File: src/rtl/crc8pf_pkg.sv
// ----------------------------------------------------------------------------
// crc8pf_pkg
// Types, constants and the CRC-8 byte update shared by the frame builder.
// ----------------------------------------------------------------------------
package crc8pf_pkg;

   localparam logic [7:0] CRC_POLY    = 8'hD5;
   localparam logic [7:0] CRC_TOP     = 8'h80;
   localparam logic [7:0] HEADER_INIT = 8'hCC;

   localparam int         CSR_ADDR_W  = 3;
   localparam int         CSR_DATA_W  = 32;
   localparam logic       CSR_IDX_HEADER = 1'b0;

   // One body beat as it waits in the queue between front and back.
   typedef struct packed {
      logic [7:0] body_byte;
      logic       is_last;
      logic       first;
   } entry_type;

   // Head of the queue as seen by the back end.
   typedef struct packed {
      logic      valid;
      entry_type entry;
   } head_type;

   typedef enum logic [1:0] {
      ST_HEAD,
      ST_BODY,
      ST_TAIL
   } phase_type;

   // CRC-8, MSB first, no reflection and no final inversion.
   function automatic logic [7:0] crc8_update(input logic [7:0] crc, input logic [7:0] data);
      logic [7:0] v;
      v = crc ^ data;
      for (int i = 0; i < 8; i++) begin
         if ((v & CRC_TOP) != 8'h00) begin
            v = (v << 1) ^ CRC_POLY;
         end else begin
            v = v << 1;
         end
      end
      return v;
   endfunction

endpackage

File: src/rtl/crc8pf_front.sv
// ----------------------------------------------------------------------------
// crc8pf_front
// Accepts body beats and marks the one that opens a frame.
// ----------------------------------------------------------------------------
module crc8pf_front
   import crc8pf_pkg::*;
(
   input  logic       clock,
   input  logic       reset,
   input  logic       req_valid,
   output logic       req_stall,
   input  logic [7:0] req_body_byte,
   input  logic       req_is_last,
   input  logic       queue_full,
   output logic       push,
   output entry_type  push_entry
);

   logic in_frame_ff;
   logic in_frame_in;

   assign req_stall = queue_full;
   assign push      = req_valid && !queue_full;

   always_comb begin
      push_entry.body_byte = req_body_byte;
      push_entry.is_last   = req_is_last;
      push_entry.first     = !in_frame_ff;
   end

   // A frame stays open until a beat marked last has been taken.
   always_comb begin
      in_frame_in = in_frame_ff;
      if (push) begin
         in_frame_in = !req_is_last;
      end
   end

   always_ff @(posedge clock) begin
      if (reset) begin
         in_frame_ff <= 1'b0;
      end else begin
         in_frame_ff <= in_frame_in;
      end
   end

endmodule

File: src/rtl/crc8pf_queue.sv
// ----------------------------------------------------------------------------
// crc8pf_queue
// Small first-in first-out store of classified beats.
// ----------------------------------------------------------------------------
module crc8pf_queue
   import crc8pf_pkg::*;
#(
   parameter int DEPTH = 4
)
(
   input  logic      clock,
   input  logic      reset,
   input  logic      push,
   input  entry_type push_entry,
   input  logic      pop,
   output logic      full,
   output head_type  head
);

   localparam int PTR_W = (DEPTH > 1) ? $clog2(DEPTH) : 1;
   localparam int CNT_W = $clog2(DEPTH + 1);

   entry_type        store_ff [DEPTH];
   logic [PTR_W-1:0] wr_ptr_ff, wr_ptr_in;
   logic [PTR_W-1:0] rd_ptr_ff, rd_ptr_in;
   logic [CNT_W-1:0] count_ff,  count_in;

   function automatic logic [PTR_W-1:0] ptr_next(input logic [PTR_W-1:0] p);
      return (p == PTR_W'(DEPTH - 1)) ? '0 : p + PTR_W'(1);
   endfunction

   assign full       = (count_ff == CNT_W'(DEPTH));
   assign head.valid = (count_ff != '0);
   assign head.entry = store_ff[rd_ptr_ff];

   always_comb begin
      wr_ptr_in = push ? ptr_next(wr_ptr_ff) : wr_ptr_ff;
      rd_ptr_in = pop  ? ptr_next(rd_ptr_ff) : rd_ptr_ff;
      count_in  = count_ff;
      if (push && !pop) begin
         count_in = count_ff + CNT_W'(1);
      end else if (pop && !push) begin
         count_in = count_ff - CNT_W'(1);
      end
   end

   always_ff @(posedge clock) begin
      if (reset) begin
         wr_ptr_ff <= '0;
         rd_ptr_ff <= '0;
         count_ff  <= '0;
      end else begin
         wr_ptr_ff <= wr_ptr_in;
         rd_ptr_ff <= rd_ptr_in;
         count_ff  <= count_in;
      end
   end

   always_ff @(posedge clock) begin
      if (push) begin
         store_ff[wr_ptr_ff] <= push_entry;
      end
   end

endmodule

File: src/rtl/crc8pf_back.sv
// ----------------------------------------------------------------------------
// crc8pf_back
// Expands queued beats into body bytes, with a header before the first and a CRC trailer after the last of each frame.
// ----------------------------------------------------------------------------
module crc8pf_back
   import crc8pf_pkg::*;
(
   input  logic       clock,
   input  logic       reset,
   input  head_type   head,
   input  logic [7:0] header_byte,
   output logic       pop,
   output logic       rsp_valid,
   input  logic       rsp_stall,
   output logic [7:0] rsp_out_byte,
   output logic       rsp_run_last,
   output logic       rsp_frame_end
);

   phase_type  state_ff, state_in;
   phase_type  cur_phase;
   logic [7:0] crc_ff, crc_in;
   logic       rsp_valid_ff, rsp_valid_in;
   logic [7:0] out_byte_ff, out_byte_in;
   logic       run_last_ff, run_last_in;
   logic       frame_end_ff, frame_end_in;
   logic       load_en;
   logic       emit;

   assign load_en = !rsp_valid_ff || !rsp_stall;
   assign emit    = load_en && head.valid;

   // A beat that continues a frame has no header to insert.
   always_comb begin
      cur_phase = state_ff;
      if (state_ff == ST_HEAD && !head.entry.first) begin
         cur_phase = ST_BODY;
      end
   end

   always_comb begin
      state_in = state_ff;
      if (emit) begin
         case (cur_phase)
            ST_HEAD: state_in = ST_BODY;
            ST_BODY: state_in = head.entry.is_last ? ST_TAIL : ST_HEAD;
            ST_TAIL: state_in = ST_HEAD;
            default: state_in = ST_HEAD;
         endcase
      end
   end

   always_comb begin
      pop          = 1'b0;
      crc_in       = crc_ff;
      out_byte_in  = out_byte_ff;
      run_last_in  = run_last_ff;
      frame_end_in = frame_end_ff;
      rsp_valid_in = load_en ? head.valid : rsp_valid_ff;
      if (emit) begin
         case (cur_phase)
            ST_HEAD: begin
               crc_in       = crc8_update(8'h00, header_byte);
               out_byte_in  = header_byte;
               run_last_in  = 1'b0;
               frame_end_in = 1'b0;
            end
            ST_BODY: begin
               crc_in       = crc8_update(crc_ff, head.entry.body_byte);
               out_byte_in  = head.entry.body_byte;
               run_last_in  = !head.entry.is_last;
               frame_end_in = 1'b0;
               pop          = !head.entry.is_last;
            end
            ST_TAIL: begin
               crc_in       = 8'h00;
               out_byte_in  = crc_ff;
               run_last_in  = 1'b1;
               frame_end_in = 1'b1;
               pop          = 1'b1;
            end
            default: begin
               crc_in = 8'h00;
            end
         endcase
      end
   end

   always_ff @(posedge clock) begin
      if (reset) begin
         state_ff     <= ST_HEAD;
         crc_ff       <= 8'h00;
         rsp_valid_ff <= 1'b0;
      end else begin
         state_ff     <= state_in;
         crc_ff       <= crc_in;
         rsp_valid_ff <= rsp_valid_in;
      end
   end

   always_ff @(posedge clock) begin
      out_byte_ff  <= out_byte_in;
      run_last_ff  <= run_last_in;
      frame_end_ff <= frame_end_in;
   end

   assign rsp_valid     = rsp_valid_ff;
   assign rsp_out_byte  = out_byte_ff;
   assign rsp_run_last  = run_last_ff;
   assign rsp_frame_end = frame_end_ff;

endmodule

File: src/rtl/crc8_packet_framer.sv
// ----------------------------------------------------------------------------
// crc8_packet_framer
// Builds CRC-8 protected control frames from a stream of body bytes.
// ----------------------------------------------------------------------------
// Each req beat carries one body byte and a flag marking the last byte of a
// frame. Before the first body byte of a frame the header byte from the
// register at address 0 is sent, and after the last one the CRC-8 (poly 0xD5)
// of header and body follows, flagged by rsp_frame_end. rsp_run_last marks
// the final rsp beat caused by a req beat.
// The front end takes one req beat per cycle, unless the queue is full,
// into a queue of QUEUE_DEPTH entries; the back end sends one rsp beat per
// cycle from its output register unless rsp_stall holds it or the queue is
// empty. Each result is loaded from the queue head into that register.
// req_stall rises only when the queue is full, which happens when the
// receiver stalls or while headers and trailers are being inserted.
// A stalled rsp beat holds its payload. Reset clears the queue, closes any
// open frame, zeroes the CRC and restores the header byte to 0xCC.
// ----------------------------------------------------------------------------
module crc8_packet_framer
   import crc8pf_pkg::*;
#(
   parameter int QUEUE_DEPTH = 4
)
(
   input  logic                  clock,
   input  logic                  reset,
   input  logic                  req_valid,
   output logic                  req_stall,
   input  logic [7:0]            req_body_byte,
   input  logic                  req_is_last,
   output logic                  rsp_valid,
   input  logic                  rsp_stall,
   output logic [7:0]            rsp_out_byte,
   output logic                  rsp_run_last,
   output logic                  rsp_frame_end,
   input  logic                  csr_psel,
   input  logic                  csr_penable,
   input  logic                  csr_pwrite,
   input  logic [CSR_ADDR_W-1:0] csr_paddr,
   input  logic [CSR_DATA_W-1:0] csr_pwdata,
   output logic [CSR_DATA_W-1:0] csr_prdata,
   output logic                  csr_pready
);

   logic [7:0] header_byte_ff, header_byte_in;
   logic       queue_full;
   logic       push;
   logic       pop;
   entry_type  push_entry;
   head_type   head;

   assign csr_pready = 1'b1;

   always_comb begin
      header_byte_in = header_byte_ff;
      if (csr_psel && csr_penable && csr_pwrite && csr_pready
          && csr_paddr[2] == CSR_IDX_HEADER) begin
         header_byte_in = csr_pwdata[7:0];
      end
   end

   always_comb begin
      csr_prdata = '0;
      if (csr_paddr[2] == CSR_IDX_HEADER) begin
         csr_prdata = {{(CSR_DATA_W - 8){1'b0}}, header_byte_ff};
      end
   end

   always_ff @(posedge clock) begin
      if (reset) begin
         header_byte_ff <= HEADER_INIT;
      end else begin
         header_byte_ff <= header_byte_in;
      end
   end

   crc8pf_front u_front (
      .clock         (clock),
      .reset         (reset),
      .req_valid     (req_valid),
      .req_stall     (req_stall),
      .req_body_byte (req_body_byte),
      .req_is_last   (req_is_last),
      .queue_full    (queue_full),
      .push          (push),
      .push_entry    (push_entry)
   );

   crc8pf_queue #(
      .DEPTH (QUEUE_DEPTH)
   ) u_queue (
      .clock      (clock),
      .reset      (reset),
      .push       (push),
      .push_entry (push_entry),
      .pop        (pop),
      .full       (queue_full),
      .head       (head)
   );

   crc8pf_back u_back (
      .clock         (clock),
      .reset         (reset),
      .head          (head),
      .header_byte   (header_byte_ff),
      .pop           (pop),
      .rsp_valid     (rsp_valid),
      .rsp_stall     (rsp_stall),
      .rsp_out_byte  (rsp_out_byte),
      .rsp_run_last  (rsp_run_last),
      .rsp_frame_end (rsp_frame_end)
   );

endmodule

File: config.mk
export PLATFORM = sky130hd
export DESIGN_NAME = crc8_packet_framer
export DESIGN_NICKNAME = d
export VERILOG_FILES = /design/src/rtl/crc8pf_pkg.sv /design/src/rtl/crc8pf_front.sv /design/src/rtl/crc8pf_queue.sv /design/src/rtl/crc8pf_back.sv /design/src/rtl/crc8_packet_framer.sv
export SDC_FILE = /design/constraint.sdc
export NUM_CORES = 1
export LEC_CHECK = 0
export BUFFER_PORTS_ARGS = -buffer_cell sky130_fd_sc_hd__buf_2
export CORE_MARGIN = 2
export CORE_UTILIZATION = 30
export CTS_CLUSTER_DIAMETER = 120
export CTS_CLUSTER_SIZE = 25
export DETAILED_ROUTE_END_ITERATION = 16
export SETUP_SLACK_MARGIN = 0.3
export SKIP_CTS_REPAIR_TIMING = 1
export SYNTH_ARGS = -nofsm -noshare
export SYNTH_HDL_FRONTEND = slang
export SYNTH_SLANG_ARGS = --single-unit
File: constraint.sdc
create_clock -name clock -period 3.3 [get_ports clock]
set_clock_uncertainty 0.05 [all_clocks]
set_input_delay 0.165 -clock clock [delete_from_list [all_inputs] [get_ports clock]]
set_output_delay 0.165 -clock clock [all_outputs]
set_load 0.03 [all_outputs]
After elaboration in Yosys (flattened, before gate mapping) --
Memories as Yosys holds them, arrays and structs flattened. A register that Yosys moved wholly into a read port is not among the register bits. Cells that the tools add are included.
Operators by class: $add $sub $neg 4, equality and inequality tests 5, multiplexer cells 62, bitwise gates (word level) 18, reductions and logical operators 27
Operators by type and width (count):
- 2-to-1 mux 8 bit | 45
- NOT 5 bit | 16
- one-hot mux 8 bit (3 select lines) | 1
- one-hot mux 8 bit (2 select lines) | 1
- 2-to-1 mux 2 bit | 6
- logical NOT 1 bit | 9
- logical AND 1 bit | 8
- bitwise XOR 8 bit | 1
- == test 2 bit, second input constant | 3
- 2-to-1 mux 3 bit | 2
- nonzero test 3 bit | 2
- adder 2 x 1 -> 2 bit, second input constant | 2
- logical NOT 2 bit | 2
- one-hot mux 1 bit (2 select lines) | 2
- one-hot mux 2 bit (2 select lines) | 1
- AND reduction 2 bit | 2
- nonzero test 2 bit | 2
- adder 3 x 1 -> 3 bit, second input constant | 1
- == test 3 bit, second input constant | 1
- 2-to-1 mux 1 bit | 3
- one-hot mux 1 bit (3 select lines) | 1
- subtractor 3 x 1 -> 3 bit, second input constant | 1
- == test 2 x 1 -> 1 bit, second input constant | 1
- OR reduction 2 bit | 1
- other kinds (2) | 2
Word-level totals: register bits 37, RAM bits 40, output and inout port bits 45, word-level logic and storage cells 128, memories kept 1
Memories:
- u_queue.store_ff | words 4, width 10, rd ports 1, clocked after Yosys merged registers in 1, write ports 1, RTL line crc8pf_queue.sv:23 | entry_type store_ff [DEPTH];

Longest topological paths before layout --
Gate-level depths: netlist of run 1.
word-level depth 33, mapped depth 16, gate-level depth less buffers 14

By module --
Synthesis of run 1 repeated with hierarchy kept, for this count alone.
Unflattened totals: cell total of the unflattened synthesis 337, area, all modules 4147.7 sq um
Modules (own cells, without submodules):
- crc8pf_queue | times used 1, cells each 96, area each 1884.3 sq um
- crc8pf_back | times used 1, cells each 156, area each 1527.7 sq um
- crc8_packet_framer | times used 1, cells each 70, area each 610.6 sq um
- crc8pf_front | times used 1, cells each 15, area each 125.1 sq um

Worst setup path before layout of run 1 --
No wires, ideal clock.
path kind reg2reg, start register (tool-made name), end register u_queue.count_ff[2], library setup time 0.071 ns, arrival 3.107 ns, required time 3.179 ns, path slack 0.073 ns, cell stages (with the launch flop) 17, path buffers 2, period minus slack after synthesis 3.227 ns, path through dfxtp_1 > buf_6 > mux4_1 > nor2_1 > or2_2 > inv_1 > ha_1 > clkbuf_1 > a21oi_1 > nor3_1 > inv_1 > ha_1 > inv_1 > fa_1 > xor2_1 > or3_1 > a21oi_1
RTL lines:
- end signal, assigned | RTL line crc8pf_queue.sv:55 | count_ff <= count_in;
- end, declared | RTL line crc8pf_queue.sv:26 | logic [CNT_W-1:0] count_ff, count_in;

==> metrics.txt, run 1 <==
# TYPE chip_impl_metric gauge
chip_impl_info{name="outcome",value="finished clean"} 1
chip_impl_metric{name="layout-area-overhead-vs-synth",unit="%"} 19.7
chip_impl_metric{name="initial_utilization",unit=""} 0.310
chip_impl_metric{name="clock-sinks",unit=""} 79
chip_impl_metric{name="path_depth",unit=""} 14
chip_impl_metric{name="async_set_or_reset_register_ratio_after_synthesis",unit=""} 0
chip_impl_metric{name="max_freq",unit="GHz"} 0.345
chip_impl_metric{name="clock_latency",unit="ps"} 330
chip_impl_info{name="postSynth.topFlopCell",value="sky130_fd_sc_hd__edfxtp_1"} 1
chip_impl_metric{name="postLayoutCoreUtil",unit=""} 0.370
chip_impl_metric{name="first_iter_violations",unit=""} 138
chip_impl_info{name="tritoncts",value="built"} 1
chip_impl_metric{name="grt_first_pass_wirelength",unit="mm"} 12.0
chip_impl_metric{name="avgViaCountPerCell",unit=""} 4.39
chip_impl_metric{name="power_switching_share",unit=""} 0.385
chip_impl_metric{name="total_power",unit="mW"} 4.59
chip_impl_metric{name="port-buffer-count",unit=""} 44
chip_impl_metric{name="pwr-share-clk",unit=""} 0.224
chip_impl_metric{name="dieArea",unit="sq mm"} 0.0141
chip_impl_metric{name="grt_start_max_net_pins",unit=""} 29
chip_impl_metric{name="synthesis.instances",unit=""} 317
chip_impl_info{name="critical_path.endpoint",value="u_queue.count_ff[2]$_SDFFE_PP0P_"} 1
chip_impl_metric{name="layout_min_cycle_time",unit="ps"} 2900
chip_impl_info{name="regToRegEndpoint",value="u_queue.count_ff[2]$_SDFFE_PP0P_"} 1
chip_impl_metric{name="cts_max_path_buffers",unit=""} 2
chip_impl_metric{name="slew-limit-headroom",unit=""} 0.461
chip_impl_metric{name="vias",unit=""} 2402
chip_impl_metric{name="power.density",unit="mW/mm^2"} 975
chip_impl_info{name="grt_setup_unrepaired",value="true"} 1
chip_impl_metric{name="worst-slew-pin-transition",unit="ps"} 806
chip_impl_metric{name="yosysWarningCount",unit=""} 0
chip_impl_info{name="worst_path_dominant_cell_family",value="simple AND/OR/NAND/NOR gates"} 1
chip_impl_metric{name="h-tree-depth",unit=""} 3
chip_impl_info{name="crit_slowest_cell",value="sky130_fd_sc_hd__mux4_2"} 1
chip_impl_info{name="critPathLaunchType",value="flip-flop"} 1
chip_impl_metric{name="number_of_global_route_vias_before_repair",unit=""} 2327
chip_impl_metric{name="timing.final.hold_violations",unit=""} 0
chip_impl_info{name="timing_worst_setup_path_type",value="flip-flop to flip-flop"} 1
chip_impl_metric{name="yosys_register_bits",unit=""} 79
chip_impl_metric{name="netlist-cell-type-count",unit=""} 44
chip_impl_metric{name="power_report.internal_total",unit="mW"} 2.82
chip_impl_metric{name="seq_total_area_yosys",unit=""} 0.529
chip_impl_metric{name="hpwl",unit="mm"} 5.19
chip_impl_info{name="root_buffer",value="sky130_fd_sc_hd__clkbuf_16"} 1
chip_impl_metric{name="crit_arrival",unit="ps"} 3110
chip_impl_metric{name="grt_use_total",unit=""} 0.108
chip_impl_metric{name="routabilityCongestion",unit=""} 0.811
chip_impl_metric{name="clk_transition_reported_paths",unit="ps"} 60
chip_impl_metric{name="synth_area_per_cell",unit="sq um"} 12.4
chip_impl_metric{name="worst_r2r_path_cells",unit=""} 14
chip_impl_metric{name="final_max_slew_viol_count",unit=""} 0
chip_impl_metric{name="chipHeight",unit="um"} 119
chip_impl_metric{name="maximum_vdd_drop",unit="V"} 0.000386
chip_impl_metric{name="drt_wirelength",unit="mm"} 7.33
chip_impl_metric{name="placement_rows",unit=""} 41
chip_impl_metric{name="number_of_antenna_violations_at_the_first_check_in_global_routing",unit=""} 0
chip_impl_metric{name="hold-worst-slack",unit="ps"} 1.48
chip_impl_metric{name="p_seq_frac",unit=""} 0.315
chip_impl_metric{name="timing.critical_path.slowest_cell_delay",unit="ps"} 520
chip_impl_metric{name="fin_tns_setup",unit="ps"} 0
chip_impl_metric{name="fin_cells",unit=""} 547
chip_impl_metric{name="drc_errors",unit=""} 0
chip_impl_metric{name="timing.critical_path.fanout_max",unit=""} 3
chip_impl_info{name="endpoint_kind",value="flip-flop"} 1
chip_impl_metric{name="io-pin-count",unit=""} 96
chip_impl_metric{name="route.antenna.remaining_nets",unit=""} 0
chip_impl_metric{name="die_w",unit="um"} 119
chip_impl_metric{name="core_region_area",unit="sq mm"} 0.0127
chip_impl_metric{name="grt-ovfl-total",unit=""} 0
chip_impl_metric{name="drt_pass1_iterations",unit=""} 4
chip_impl_metric{name="fin_nets",unit=""} 432
chip_impl_metric{name="leakagePower",unit="nW"} 1.78
chip_impl_info{name="cp_common_cell",value="sky130_fd_sc_hd__inv_2"} 1
chip_impl_metric{name="register_to_register_setup_slack",unit="ps"} 400
chip_impl_info{name="timing.hold.worst.class",value="input port to flip-flop"} 1
chip_impl_metric{name="synth-edff-count",unit=""} 50
chip_impl_metric{name="cts_made_buffers",unit=""} 9
chip_impl_metric{name="insertedDiodeCount",unit=""} 0
chip_impl_metric{name="total_buffers_and_inverters_traversed_by_the_critical_path",unit=""} 3
chip_impl_metric{name="dp.cells",unit=""} 521
chip_impl_metric{name="min_period_over_period",unit=""} 0.879
chip_impl_info{name="timing.critical_path.cells",value="mux4_2, nor2_2, or2_4, inv_2, ha_4, a21oi_4, nor3_4, inv_2, ha_4, inv_2, fa_2, xor2_2, or3_4, a21oi_2"} 1
chip_impl_metric{name="cp_data_required_time",unit="ps"} 3510
chip_impl_metric{name="power.switching",unit="mW"} 1.77
chip_impl_metric{name="setup_viol",unit=""} 0
chip_impl_metric{name="post_route_cells_drive_above_1_share",unit=""} 0.256
chip_impl_metric{name="combinationalPowerShare",unit=""} 0.462
chip_impl_metric{name="synthesis.area",unit="sq mm"} 0.00394
chip_impl_metric{name="detail_route.wl_per_cell",unit="um"} 13.4
chip_impl_metric{name="max_cap_violations",unit=""} 0
## per-layer routing
metal / vias to the layer above / track usage / part of all wire
met5: - / 0 / 0
met4: 0 / 0.0246 / 0.0049
met3: 5 / 0.0343 / 0.067
met2: 91 / 0.175 / 0.47
met1: 1126 / 0.142 / 0.46
li1: 1180 / - / -
## worst min-delay path by stage
stage,end,start,slack (ps),cells past startpoint
4_1_cts,u_queue.store_ff[3][6]$_DFFE_PP_,req_body_byte[4],-20,1
5_1_grt,u_queue.store_ff[1][3]$_DFFE_PP_,req_body_byte[1],1,1
2_1_floorplan,u_front.in_frame_ff$_SDFFE_PP0P_,req_is_last,210,1
3_5_place_dp,u_queue.store_ff[3][6]$_DFFE_PP_,req_body_byte[4],330,1
6_report,header_byte_ff[2]$_SDFFE_PP1P_,csr_pwdata[2],1,3
3_3_place_gp,u_queue.store_ff[2][3]$_DFFE_PP_,req_body_byte[1],330,1
## state kept, by name, indices dropped and copies added (netlist names), named ones only
register and flops:
u_queue.count_ff 3, u_queue.rd_ptr_ff 2, u_back.rsp_run_last 1, u_back.state_ff 2, u_back.rsp_valid 1, header_byte_ff 8, u_back.rsp_frame_end 1, u_back.rsp_out_byte 8
u_queue.store_ff 40, u_queue.wr_ptr_ff 2, u_back.crc_ff 8, u_front.in_frame_ff 1
## logic make-up after synthesis
kind of cell	after synthesis	synth area share
AO/OA/AOI/OAI	47	0.0753
multiplexers	14	0.0731
buffers and inverters	48	0.0718
XOR/XNOR	45	0.124
adder cells (fa/ha/maj)	11	0.0368
flip-flops	79	0.529
AND/OR/NAND/NOR	71	0.0886
other	2	0.00191
## cell usage after synthesis (all sizes together), types with 2 or more instances
master	number	area, sq um
and2	4	25.0
conb	2	7.51
xor2	13	121
xnor2	32	367
nor2b	8	50.1
o21ai	9	45.0
dfxtp	29	581
ha	10	125
nor2	14	52.6
nand3b	4	30.0
buf	27	203
inv	9	33.8
edfxtp	50	1500
nor3	4	20.0
a22o	2	17.5
a22oi	12	90.1
mux2i	4	40.0
nand2	28	105
a21oi	14	70.1
clkbuf	12	46.3
mux4	10	248
o22ai	5	31.3
nor3b	2	15.0
## power by group through the flow
stage | combinational, mW | sequential (mW) | clock (mW)
after floorplan | 1.55 | 1.58 | 0
after global placement | 2.01 | 1.45 | 0
after detailed placement | 2.02 | 1.47 | 0
after CTS | 2.05 | 1.44 | 1.05
after global routing | 2.31 | 1.48 | 1.10
final | 2.12 | 1.45 | 1.03
## stage by stage
| step | setup WS [ps] | cell area [sq um] |
|---|---|---|
| global placement | 328 | 4270 |
| CTS | 252 | 4580 |
| finish | 400 | 4710 |
| floorplan | 301 | 4060 |
| global route | 214 | 4710 |
| detailed placement | 278 | 4270 |
## placed cells by master (no fill, tap or decap), types with 6 or more instances in the layout
cell and n:
sky130_fd_sc_hd__a21oi_1 12, sky130_fd_sc_hd__a22oi_1 12, sky130_fd_sc_hd__buf_2 44, sky130_fd_sc_hd__buf_4 8
sky130_fd_sc_hd__clkbuf_16 9, sky130_fd_sc_hd__conb_1 25, sky130_fd_sc_hd__dfxtp_1 28, sky130_fd_sc_hd__dlygate4sd3_1 6
sky130_fd_sc_hd__edfxtp_1 50, sky130_fd_sc_hd__ha_1 8, sky130_fd_sc_hd__inv_1 6, sky130_fd_sc_hd__nand2_1 28
sky130_fd_sc_hd__nor2_1 13, sky130_fd_sc_hd__nor2b_1 8, sky130_fd_sc_hd__o21ai_0 8, sky130_fd_sc_hd__xnor2_1 25
sky130_fd_sc_hd__xor2_1 11
## final cells by class
cell class	count	area (sq um)
inverters	9	33.8
well taps	172	215
multi-input cells	213	1730
repair buffers	58	340
clock inverters	7	87.6
flip-flops and latches	79	2080
fillers	1236	8010
clock buffers	9	225
## worst min-delay path, stage by stage
cell and delay [ps]:
sky130_fd_sc_hd__buf_2 70, sky130_fd_sc_hd__nand2_1 40, sky130_fd_sc_hd__nand3b_1 70
No activity file was read; power rests on OpenSTA's default activity.
==> run 2: changes to the inputs <==
==> constraint.sdc (replaced) <==
create_clock -name clock -period 2.4 [get_ports clock]
set_clock_uncertainty 0.05 [all_clocks]
set_input_delay 0.12 -clock clock [delete_from_list [all_inputs] [get_ports clock]]
set_output_delay 0.12 -clock clock [all_outputs]
set_load 0.03 [all_outputs]
==> metrics.txt, run 2 (same netlist as run 1, synthesis figures left out) <==
# TYPE chip_impl_metric gauge
chip_impl_info{name="outcome",value="complete, but fails checks"} 1
chip_impl_info{name="failed_checks",value="negative hold slack, negative setup slack"} 1
chip_impl_info{name="final_cell_mix",value="50 x sky130_fd_sc_hd__edfxtp_1, 44 x sky130_fd_sc_hd__buf_2, 32 x sky130_fd_sc_hd__buf_4"} 1
chip_impl_metric{name="cp_data_required_time",unit="ps"} 2620
chip_impl_metric{name="multiInputGateArea",unit="sq mm"} 0.00186
chip_impl_metric{name="max_freq",unit="GHz"} 0.353
chip_impl_metric{name="drc_errors",unit=""} 0
chip_impl_metric{name="timing.critical_path.fanout_max",unit=""} 3
chip_impl_info{name="top_register",value="u_queue.store_ff"} 1
chip_impl_metric{name="timing.final.hold_violations",unit=""} 2
chip_impl_metric{name="number_of_flip_flops_under_the_largest_register_name",unit=""} 40
chip_impl_metric{name="port-buffer-count",unit=""} 44
chip_impl_metric{name="register_to_register_setup_slack",unit="ps"} -430
chip_impl_metric{name="dieArea",unit="sq mm"} 0.0141
chip_impl_metric{name="chipHeight",unit="um"} 119
chip_impl_metric{name="final_max_slew_viol_count",unit=""} 0
chip_impl_metric{name="placement_rows",unit=""} 41
chip_impl_metric{name="total_power",unit="mW"} 7.06
chip_impl_metric{name="die_w",unit="um"} 119
chip_impl_metric{name="pre_cts_setup_slack",unit="ps"} -380
chip_impl_metric{name="layout.area.seq",unit="sq mm"} 0.00208
chip_impl_metric{name="detail_route.wl_per_cell",unit="um"} 14.1
chip_impl_metric{name="hpwl",unit="mm"} 5.60
chip_impl_metric{name="clock_latency",unit="ps"} 340
chip_impl_metric{name="layout-area-overhead-vs-synth",unit="%"} 30.4
chip_impl_metric{name="global_route.usage.met2",unit=""} 0.196
chip_impl_metric{name="grt_first_pass_wirelength",unit="mm"} 12.9
chip_impl_metric{name="clock-sinks",unit=""} 79
chip_impl_info{name="crit_slowest_cell",value="sky130_fd_sc_hd__mux4_2"} 1
chip_impl_metric{name="initial_utilization",unit=""} 0.310
chip_impl_metric{name="vias",unit=""} 2567
chip_impl_metric{name="post_route_cells_drive_above_1_share",unit=""} 0.347
chip_impl_metric{name="h-tree-depth",unit=""} 3
chip_impl_metric{name="grt-ovfl-total",unit=""} 0
chip_impl_info{name="critPathLaunchType",value="flip-flop"} 1
chip_impl_metric{name="slew-limit-headroom",unit=""} 0.618
chip_impl_metric{name="insertedDiodeCount",unit=""} 0
chip_impl_metric{name="number_of_antenna_violations_at_the_first_check_in_global_routing",unit=""} 0
chip_impl_info{name="tritoncts",value="built"} 1
chip_impl_info{name="gr-max-usage-layer",value="met2"} 1
chip_impl_metric{name="io-pin-count",unit=""} 96
chip_impl_metric{name="final.setup.worst_slack",unit="ps"} -433
chip_impl_info{name="most_frequent_standard_cell_in_the_layout_excluding_fill_and_tap_cells",value="sky130_fd_sc_hd__edfxtp_1"} 1
chip_impl_info{name="critical_path.endpoint",value="u_queue.count_ff[2]$_SDFFE_PP0P_"} 1
chip_impl_metric{name="max_cap_violations",unit=""} 0
chip_impl_metric{name="grt_use_total",unit=""} 0.119
chip_impl_metric{name="routabilityCongestion",unit=""} 0.789
chip_impl_metric{name="avgViaCountPerCell",unit=""} 4.40
chip_impl_info{name="endpoint_kind",value="flip-flop"} 1
chip_impl_metric{name="first_iter_violations",unit=""} 69
chip_impl_metric{name="route.antenna.remaining_nets",unit=""} 0
chip_impl_metric{name="layout_min_cycle_time",unit="ps"} 2830
chip_impl_metric{name="drt_pass1_iterations",unit=""} 4
chip_impl_metric{name="cts_max_path_buffers",unit=""} 2
chip_impl_info{name="root_buffer",value="sky130_fd_sc_hd__clkbuf_16"} 1
chip_impl_metric{name="fin_nets",unit=""} 469
chip_impl_info{name="timing.critical_path.cells",value="mux4_2, nor2_2, or2_4, inv_4, ha_4, a21oi_4, nor3_4, inv_2, ha_4, inv_2, fa_2, xor2_2, or3_4, a21oi_2"} 1
chip_impl_metric{name="grt_start_max_net_pins",unit=""} 29
chip_impl_metric{name="core_region_area",unit="sq mm"} 0.0127
chip_impl_metric{name="detailed_place.area",unit="sq mm"} 0.00444
chip_impl_info{name="worstSetupStartpoint",value="u_queue.store_ff[3][0]$_DFFE_PP_"} 1
chip_impl_info{name="worst_path_dominant_cell_family",value="simple AND/OR/NAND/NOR gates"} 1
chip_impl_metric{name="leakagePower",unit="nW"} 1.97
chip_impl_metric{name="postLayoutCoreUtil",unit=""} 0.404
chip_impl_metric{name="worst_r2r_path_cells",unit=""} 14
chip_impl_metric{name="number_of_global_route_vias_before_repair",unit=""} 2505
chip_impl_info{name="worst_reg2reg_startpoint",value="u_queue.store_ff[3][0]$_DFFE_PP_"} 1
chip_impl_metric{name="path_depth",unit=""} 14
chip_impl_metric{name="cts_made_buffers",unit=""} 9
chip_impl_metric{name="clk_transition_reported_paths",unit="ps"} 60
chip_impl_metric{name="min_period_over_period",unit=""} 1.18
chip_impl_metric{name="crit_arrival",unit="ps"} 3060
chip_impl_metric{name="setup_viol",unit=""} 6
chip_impl_metric{name="worst-slew-pin-transition",unit="ps"} 573
chip_impl_metric{name="gr-usage-met1",unit=""} 0.145
chip_impl_metric{name="finalInstanceArea",unit="sq mm"} 0.00513
chip_impl_metric{name="hold-worst-slack",unit="ps"} -18.6
chip_impl_metric{name="timing.critical_path.slowest_cell_delay",unit="ps"} 480
chip_impl_metric{name="fillerInstances",unit=""} 1241
chip_impl_metric{name="power.density",unit="mW/mm^2"} 1380
chip_impl_metric{name="total_buffers_and_inverters_traversed_by_the_critical_path",unit=""} 3
chip_impl_info{name="regToRegEndpoint",value="u_queue.count_ff[2]$_SDFFE_PP0P_"} 1
chip_impl_metric{name="maximum_vdd_drop",unit="V"} 0.000609
chip_impl_info{name="timing.hold.worst.class",value="input port to flip-flop"} 1
chip_impl_metric{name="grt.met3_usage",unit=""} 0.0362
chip_impl_info{name="grt_setup_unrepaired",value="true"} 1
chip_impl_info{name="timing_worst_setup_path_type",value="flip-flop to flip-flop"} 1
chip_impl_metric{name="drt_wirelength",unit="mm"} 8.21
-- run 2: cell types whose count changed in the layout (fill, tap and decap cells not counted), moves of 7 or more --
cell,change
sky130_fd_sc_hd__buf_4,+24
sky130_fd_sc_hd__dlygate4sd3_1,+9
sky130_fd_sc_hd__a22oi_1,-7
sky130_fd_sc_hd__a22oi_2,+7
sky130_fd_sc_hd__o21ai_0,-7
sky130_fd_sc_hd__o21ai_1,+7
-- run 2: metal layers --
layer | share of wire | wire length (um) | vias up
met5 | 0 | 0 | -
li1 | - | - | 1251
met2 | 0.49 | 4020 | 82
met4 | 0.018 | 144 | 0
met3 | 0.045 | 368 | 11
met1 | 0.45 | 3690 | 1223
-- run 2: cell type report --
| type | count | area share |
|---|---|---|
| inverter | 9 | 0.00707 |
| clock buffer | 11 | 0.0453 |
| timing repair buffer | 95 | 0.130 |
| multi-input combinational | 213 | 0.363 |
| clock inverter | 5 | 0.00682 |
| tap | 172 | 0.0419 |
| sequential | 79 | 0.406 |
-- run 2: worst reg2reg max path, delay by kind of cell (launching register included) --
family          cells  cell delay [ps]
compound gates      2              280
xor+xnor            1              160
fa+ha+maj           3              630
buf+inv             3              140
flops               1              360
mux                 1              480
simple gates        4              660
-- run 2: worst min-delay path by stage --
| stage | start | endpoint | slack, ps | cells after the start |
|---|---|---|---|---|
| floorplan | req_is_last | u_front.in_frame_ff$_SDFFE_PP0P_ | 170 | 1 |
| global placement | req_body_byte[5] | u_queue.store_ff[1][7]$_DFFE_PP_ | 280 | 1 |
| detailed placement | csr_pwdata[6] | header_byte_ff[6]$_SDFFE_PP1P_ | 290 | 3 |
| CTS | req_body_byte[4] | u_queue.store_ff[3][6]$_DFFE_PP_ | -60 | 1 |
| global route | csr_pwdata[1] | header_byte_ff[1]$_SDFFE_PP0P_ | 4 | 3 |
| finish | csr_pwdata[1] | header_byte_ff[1]$_SDFFE_PP0P_ | -20 | 3 |
-- run 2: per-stage QoR --
stage,TNS [ps],std cells
after floorplan,-1010,340
after global placement,-703,541
after detailed placement,-937,541
after CTS,-1030,557
after global routing,-2220,584
final,-1190,584
-- run 2: report_power, final --
| group | switching (mW) | internal (mW) |
|---|---|---|
| clock network | 0.529 | 0.702 |
| registers | 0.190 | 1.81 |
| logic | 1.98 | 1.85 |
==> run 3: changes to the inputs <==
--- a/config.mk
+++ b/config.mk
@@ -6,11 +6,15 @@
 export NUM_CORES = 1
 export LEC_CHECK = 0
 export BUFFER_PORTS_ARGS = -buffer_cell sky130_fd_sc_hd__buf_2
+export CELL_PAD_IN_SITES_DETAIL_PLACEMENT = 0
+export CELL_PAD_IN_SITES_GLOBAL_PLACEMENT = 1
 export CORE_MARGIN = 2
 export CORE_UTILIZATION = 30
 export CTS_CLUSTER_DIAMETER = 120
 export CTS_CLUSTER_SIZE = 25
 export DETAILED_ROUTE_END_ITERATION = 16
+export HOLD_SLACK_MARGIN = 0.15
+export PLACE_DENSITY_LB_ADDON = 0.1
 export SETUP_SLACK_MARGIN = 0.3
 export SKIP_CTS_REPAIR_TIMING = 1
 export SYNTH_ARGS = -nofsm -noshare
==> metrics.txt, run 3 (same netlist as run 1, synthesis figures left out) <==
# TYPE chip_impl_metric gauge
chip_impl_metric{name="detail_route.wl_per_cell",unit="um"} 14.2
chip_impl_metric{name="grt_start_max_net_pins",unit=""} 29
chip_impl_metric{name="placement_rows",unit=""} 41
chip_impl_metric{name="final.setup.worst_slack",unit="ps"} -341
chip_impl_metric{name="postLayoutCoreUtil",unit=""} 0.408
chip_impl_metric{name="fin_tns_setup",unit="ps"} -726
chip_impl_metric{name="post_route_cells_drive_above_1_share",unit=""} 0.345
chip_impl_metric{name="port-buffer-count",unit=""} 44
chip_impl_metric{name="number_of_antenna_violations_at_the_first_check_in_global_routing",unit=""} 0
chip_impl_metric{name="drc_errors",unit=""} 0
chip_impl_metric{name="timing.critical_path.fanout_max",unit=""} 3
chip_impl_metric{name="grt_use_total",unit=""} 0.122
chip_impl_metric{name="first_iter_violations",unit=""} 92
chip_impl_metric{name="cp_data_required_time",unit="ps"} 2620
chip_impl_metric{name="initial_utilization",unit=""} 0.310
chip_impl_metric{name="route.antenna.remaining_nets",unit=""} 0
chip_impl_metric{name="drt_wirelength",unit="mm"} 8.42
chip_impl_info{name="outcome",value="complete, but fails checks"} 1
chip_impl_metric{name="min_period_over_period",unit=""} 1.14
chip_impl_metric{name="core_region_area",unit="sq mm"} 0.0127
chip_impl_metric{name="chipHeight",unit="um"} 119
chip_impl_metric{name="final_max_slew_viol_count",unit=""} 0
chip_impl_metric{name="pre_cts_setup_slack",unit="ps"} -364
chip_impl_metric{name="max_cap_violations",unit=""} 0
chip_impl_metric{name="avgViaCountPerCell",unit=""} 4.28
chip_impl_metric{name="insertedDiodeCount",unit=""} 0
chip_impl_info{name="most_frequent_standard_cell_in_the_layout_excluding_fill_and_tap_cells",value="sky130_fd_sc_hd__edfxtp_1"} 1
chip_impl_metric{name="grt-ovfl-total",unit=""} 0
chip_impl_metric{name="dieArea",unit="sq mm"} 0.0141
chip_impl_metric{name="power.density",unit="mW/mm^2"} 1370
chip_impl_metric{name="hold-worst-slack",unit="ps"} 198
chip_impl_metric{name="clock-sinks",unit=""} 79
chip_impl_metric{name="layout_min_cycle_time",unit="ps"} 2740
chip_impl_metric{name="timing.final.hold_violations",unit=""} 0
chip_impl_metric{name="number_of_global_route_vias_before_repair",unit=""} 2425
chip_impl_info{name="failed_checks",value="negative setup slack"} 1
chip_impl_metric{name="vias",unit=""} 2534
chip_impl_metric{name="die_w",unit="um"} 119
chip_impl_info{name="grt_setup_unrepaired",value="true"} 1
chip_impl_metric{name="h-tree-depth",unit=""} 3
chip_impl_metric{name="slew-limit-headroom",unit=""} 0.642
chip_impl_metric{name="fin_nets",unit=""} 477
chip_impl_metric{name="crit_arrival",unit="ps"} 2960
chip_impl_metric{name="maximum_vdd_drop",unit="V"} 0.000471
chip_impl_info{name="root_buffer",value="sky130_fd_sc_hd__clkbuf_16"} 1
chip_impl_info{name="timing.hold.worst.class",value="input port to flip-flop"} 1
chip_impl_metric{name="routabilityCongestion",unit=""} 0.710
chip_impl_info{name="endpoint_kind",value="flip-flop"} 1
chip_impl_info{name="final_cell_mix",value="50 x sky130_fd_sc_hd__edfxtp_1, 44 x sky130_fd_sc_hd__buf_2, 39 x sky130_fd_sc_hd__buf_4"} 1
chip_impl_metric{name="clock_latency",unit="ps"} 340
chip_impl_info{name="tritoncts",value="built"} 1
chip_impl_metric{name="leakagePower",unit="nW"} 2.00
chip_impl_metric{name="setup_viol",unit=""} 6
chip_impl_metric{name="clk_transition_reported_paths",unit="ps"} 60
chip_impl_metric{name="cts_made_buffers",unit=""} 9
chip_impl_metric{name="hpwl",unit="mm"} 5.94
chip_impl_metric{name="cts_max_path_buffers",unit=""} 2
chip_impl_info{name="timing_worst_setup_path_type",value="flip-flop to flip-flop"} 1
chip_impl_metric{name="io-pin-count",unit=""} 96
chip_impl_metric{name="max_freq",unit="GHz"} 0.365
chip_impl_metric{name="layout-area-overhead-vs-synth",unit="%"} 31.7
chip_impl_metric{name="number_of_flip_flops_under_the_largest_register_name",unit=""} 40
chip_impl_metric{name="drt_pass1_iterations",unit=""} 4
chip_impl_info{name="startpoint_of_the_tightest_hold_check_path",value="reset"} 1
chip_impl_info{name="critPathLaunchType",value="flip-flop"} 1
chip_impl_metric{name="total_power",unit="mW"} 7.13
chip_impl_metric{name="grt_first_pass_wirelength",unit="mm"} 13.1
chip_impl_info{name="top_register",value="u_queue.store_ff"} 1
chip_impl_metric{name="worst-slew-pin-transition",unit="ps"} 538
[run 3: changes by cell type in the layout (fill, tap and decap cells not counted), moves of 3 or more]
cell and delta:
sky130_fd_sc_hd__o21ai_0 +6, sky130_fd_sc_hd__buf_4 +7, sky130_fd_sc_hd__and2_1 +3, sky130_fd_sc_hd__and2_2 -3, sky130_fd_sc_hd__dlygate4sd3_1 +3, sky130_fd_sc_hd__o21ai_1 -6
[run 3: layout make-up]
cell class                 count  area, sq um
inverter                       9         33.8
timing repair buffer         103          716
clock inverter                 7         70.1
sequential                    79         2080
clock buffer                   9          225
fill                        1234         7530
tap                          172          215
multi-input combinational    213         1840
[run 3: power breakdown]
group | total (mW) | leakage [nW] | switching [mW] | internal [mW]
combinational | 3.77 | 1.16 | 1.89 | 1.88
sequential | 2.00 | 0.700 | 0.199 | 1.80
clock | 1.35 | 0.138 | 0.549 | 0.805
total | 7.13 | 2.00 | 2.64 | 4.49
[run 3: final timing paths]
kind / to / slack [ps] / cells past startpoint
worst max-delay path: u_queue.count_ff[2]$_SDFFE_PP0P_ / -340 / 14
worst min-delay path: u_queue.count_ff[1]$_SDFFE_PP0P_ / 200 / 2
worst max register to register: u_queue.count_ff[2]$_SDFFE_PP0P_ / -340 / 14
worst min register to register: u_back.state_ff[0]$_SDFFE_PP0P_ / 410 / 2
[run 3: stage by stage]
| stage | instance area [sq um] | instances |
|---|---|---|
| after floorplan | 4110 | 340 |
| after global placement | 4530 | 552 |
| after detailed placement | 4530 | 552 |
| after CTS | 4820 | 568 |
| after global routing | 5190 | 592 |
| final | 5190 | 592 |
[run 3: worst max-delay path, stage by stage, from the launching register on]
cell and delay (ps):
sky130_fd_sc_hd__dfxtp_2 340, sky130_fd_sc_hd__mux4_2 500, sky130_fd_sc_hd__nor2_2 90, sky130_fd_sc_hd__or2_4 130, sky130_fd_sc_hd__inv_2 50, sky130_fd_sc_hd__ha_4 160
sky130_fd_sc_hd__a21oi_4 140, sky130_fd_sc_hd__nor3_4 60, sky130_fd_sc_hd__inv_2 70, sky130_fd_sc_hd__ha_4 120, sky130_fd_sc_hd__inv_2 40, sky130_fd_sc_hd__fa_2 340
sky130_fd_sc_hd__xor2_1 150, sky130_fd_sc_hd__or3_1 300, sky130_fd_sc_hd__a21oi_1 140
[run 3: per-layer routing]
layer,track usage,wire length (um)
met2,0.193,3990
met3,0.0343,353
met1,0.158,3940
met5,0,0
met4,0.0469,130
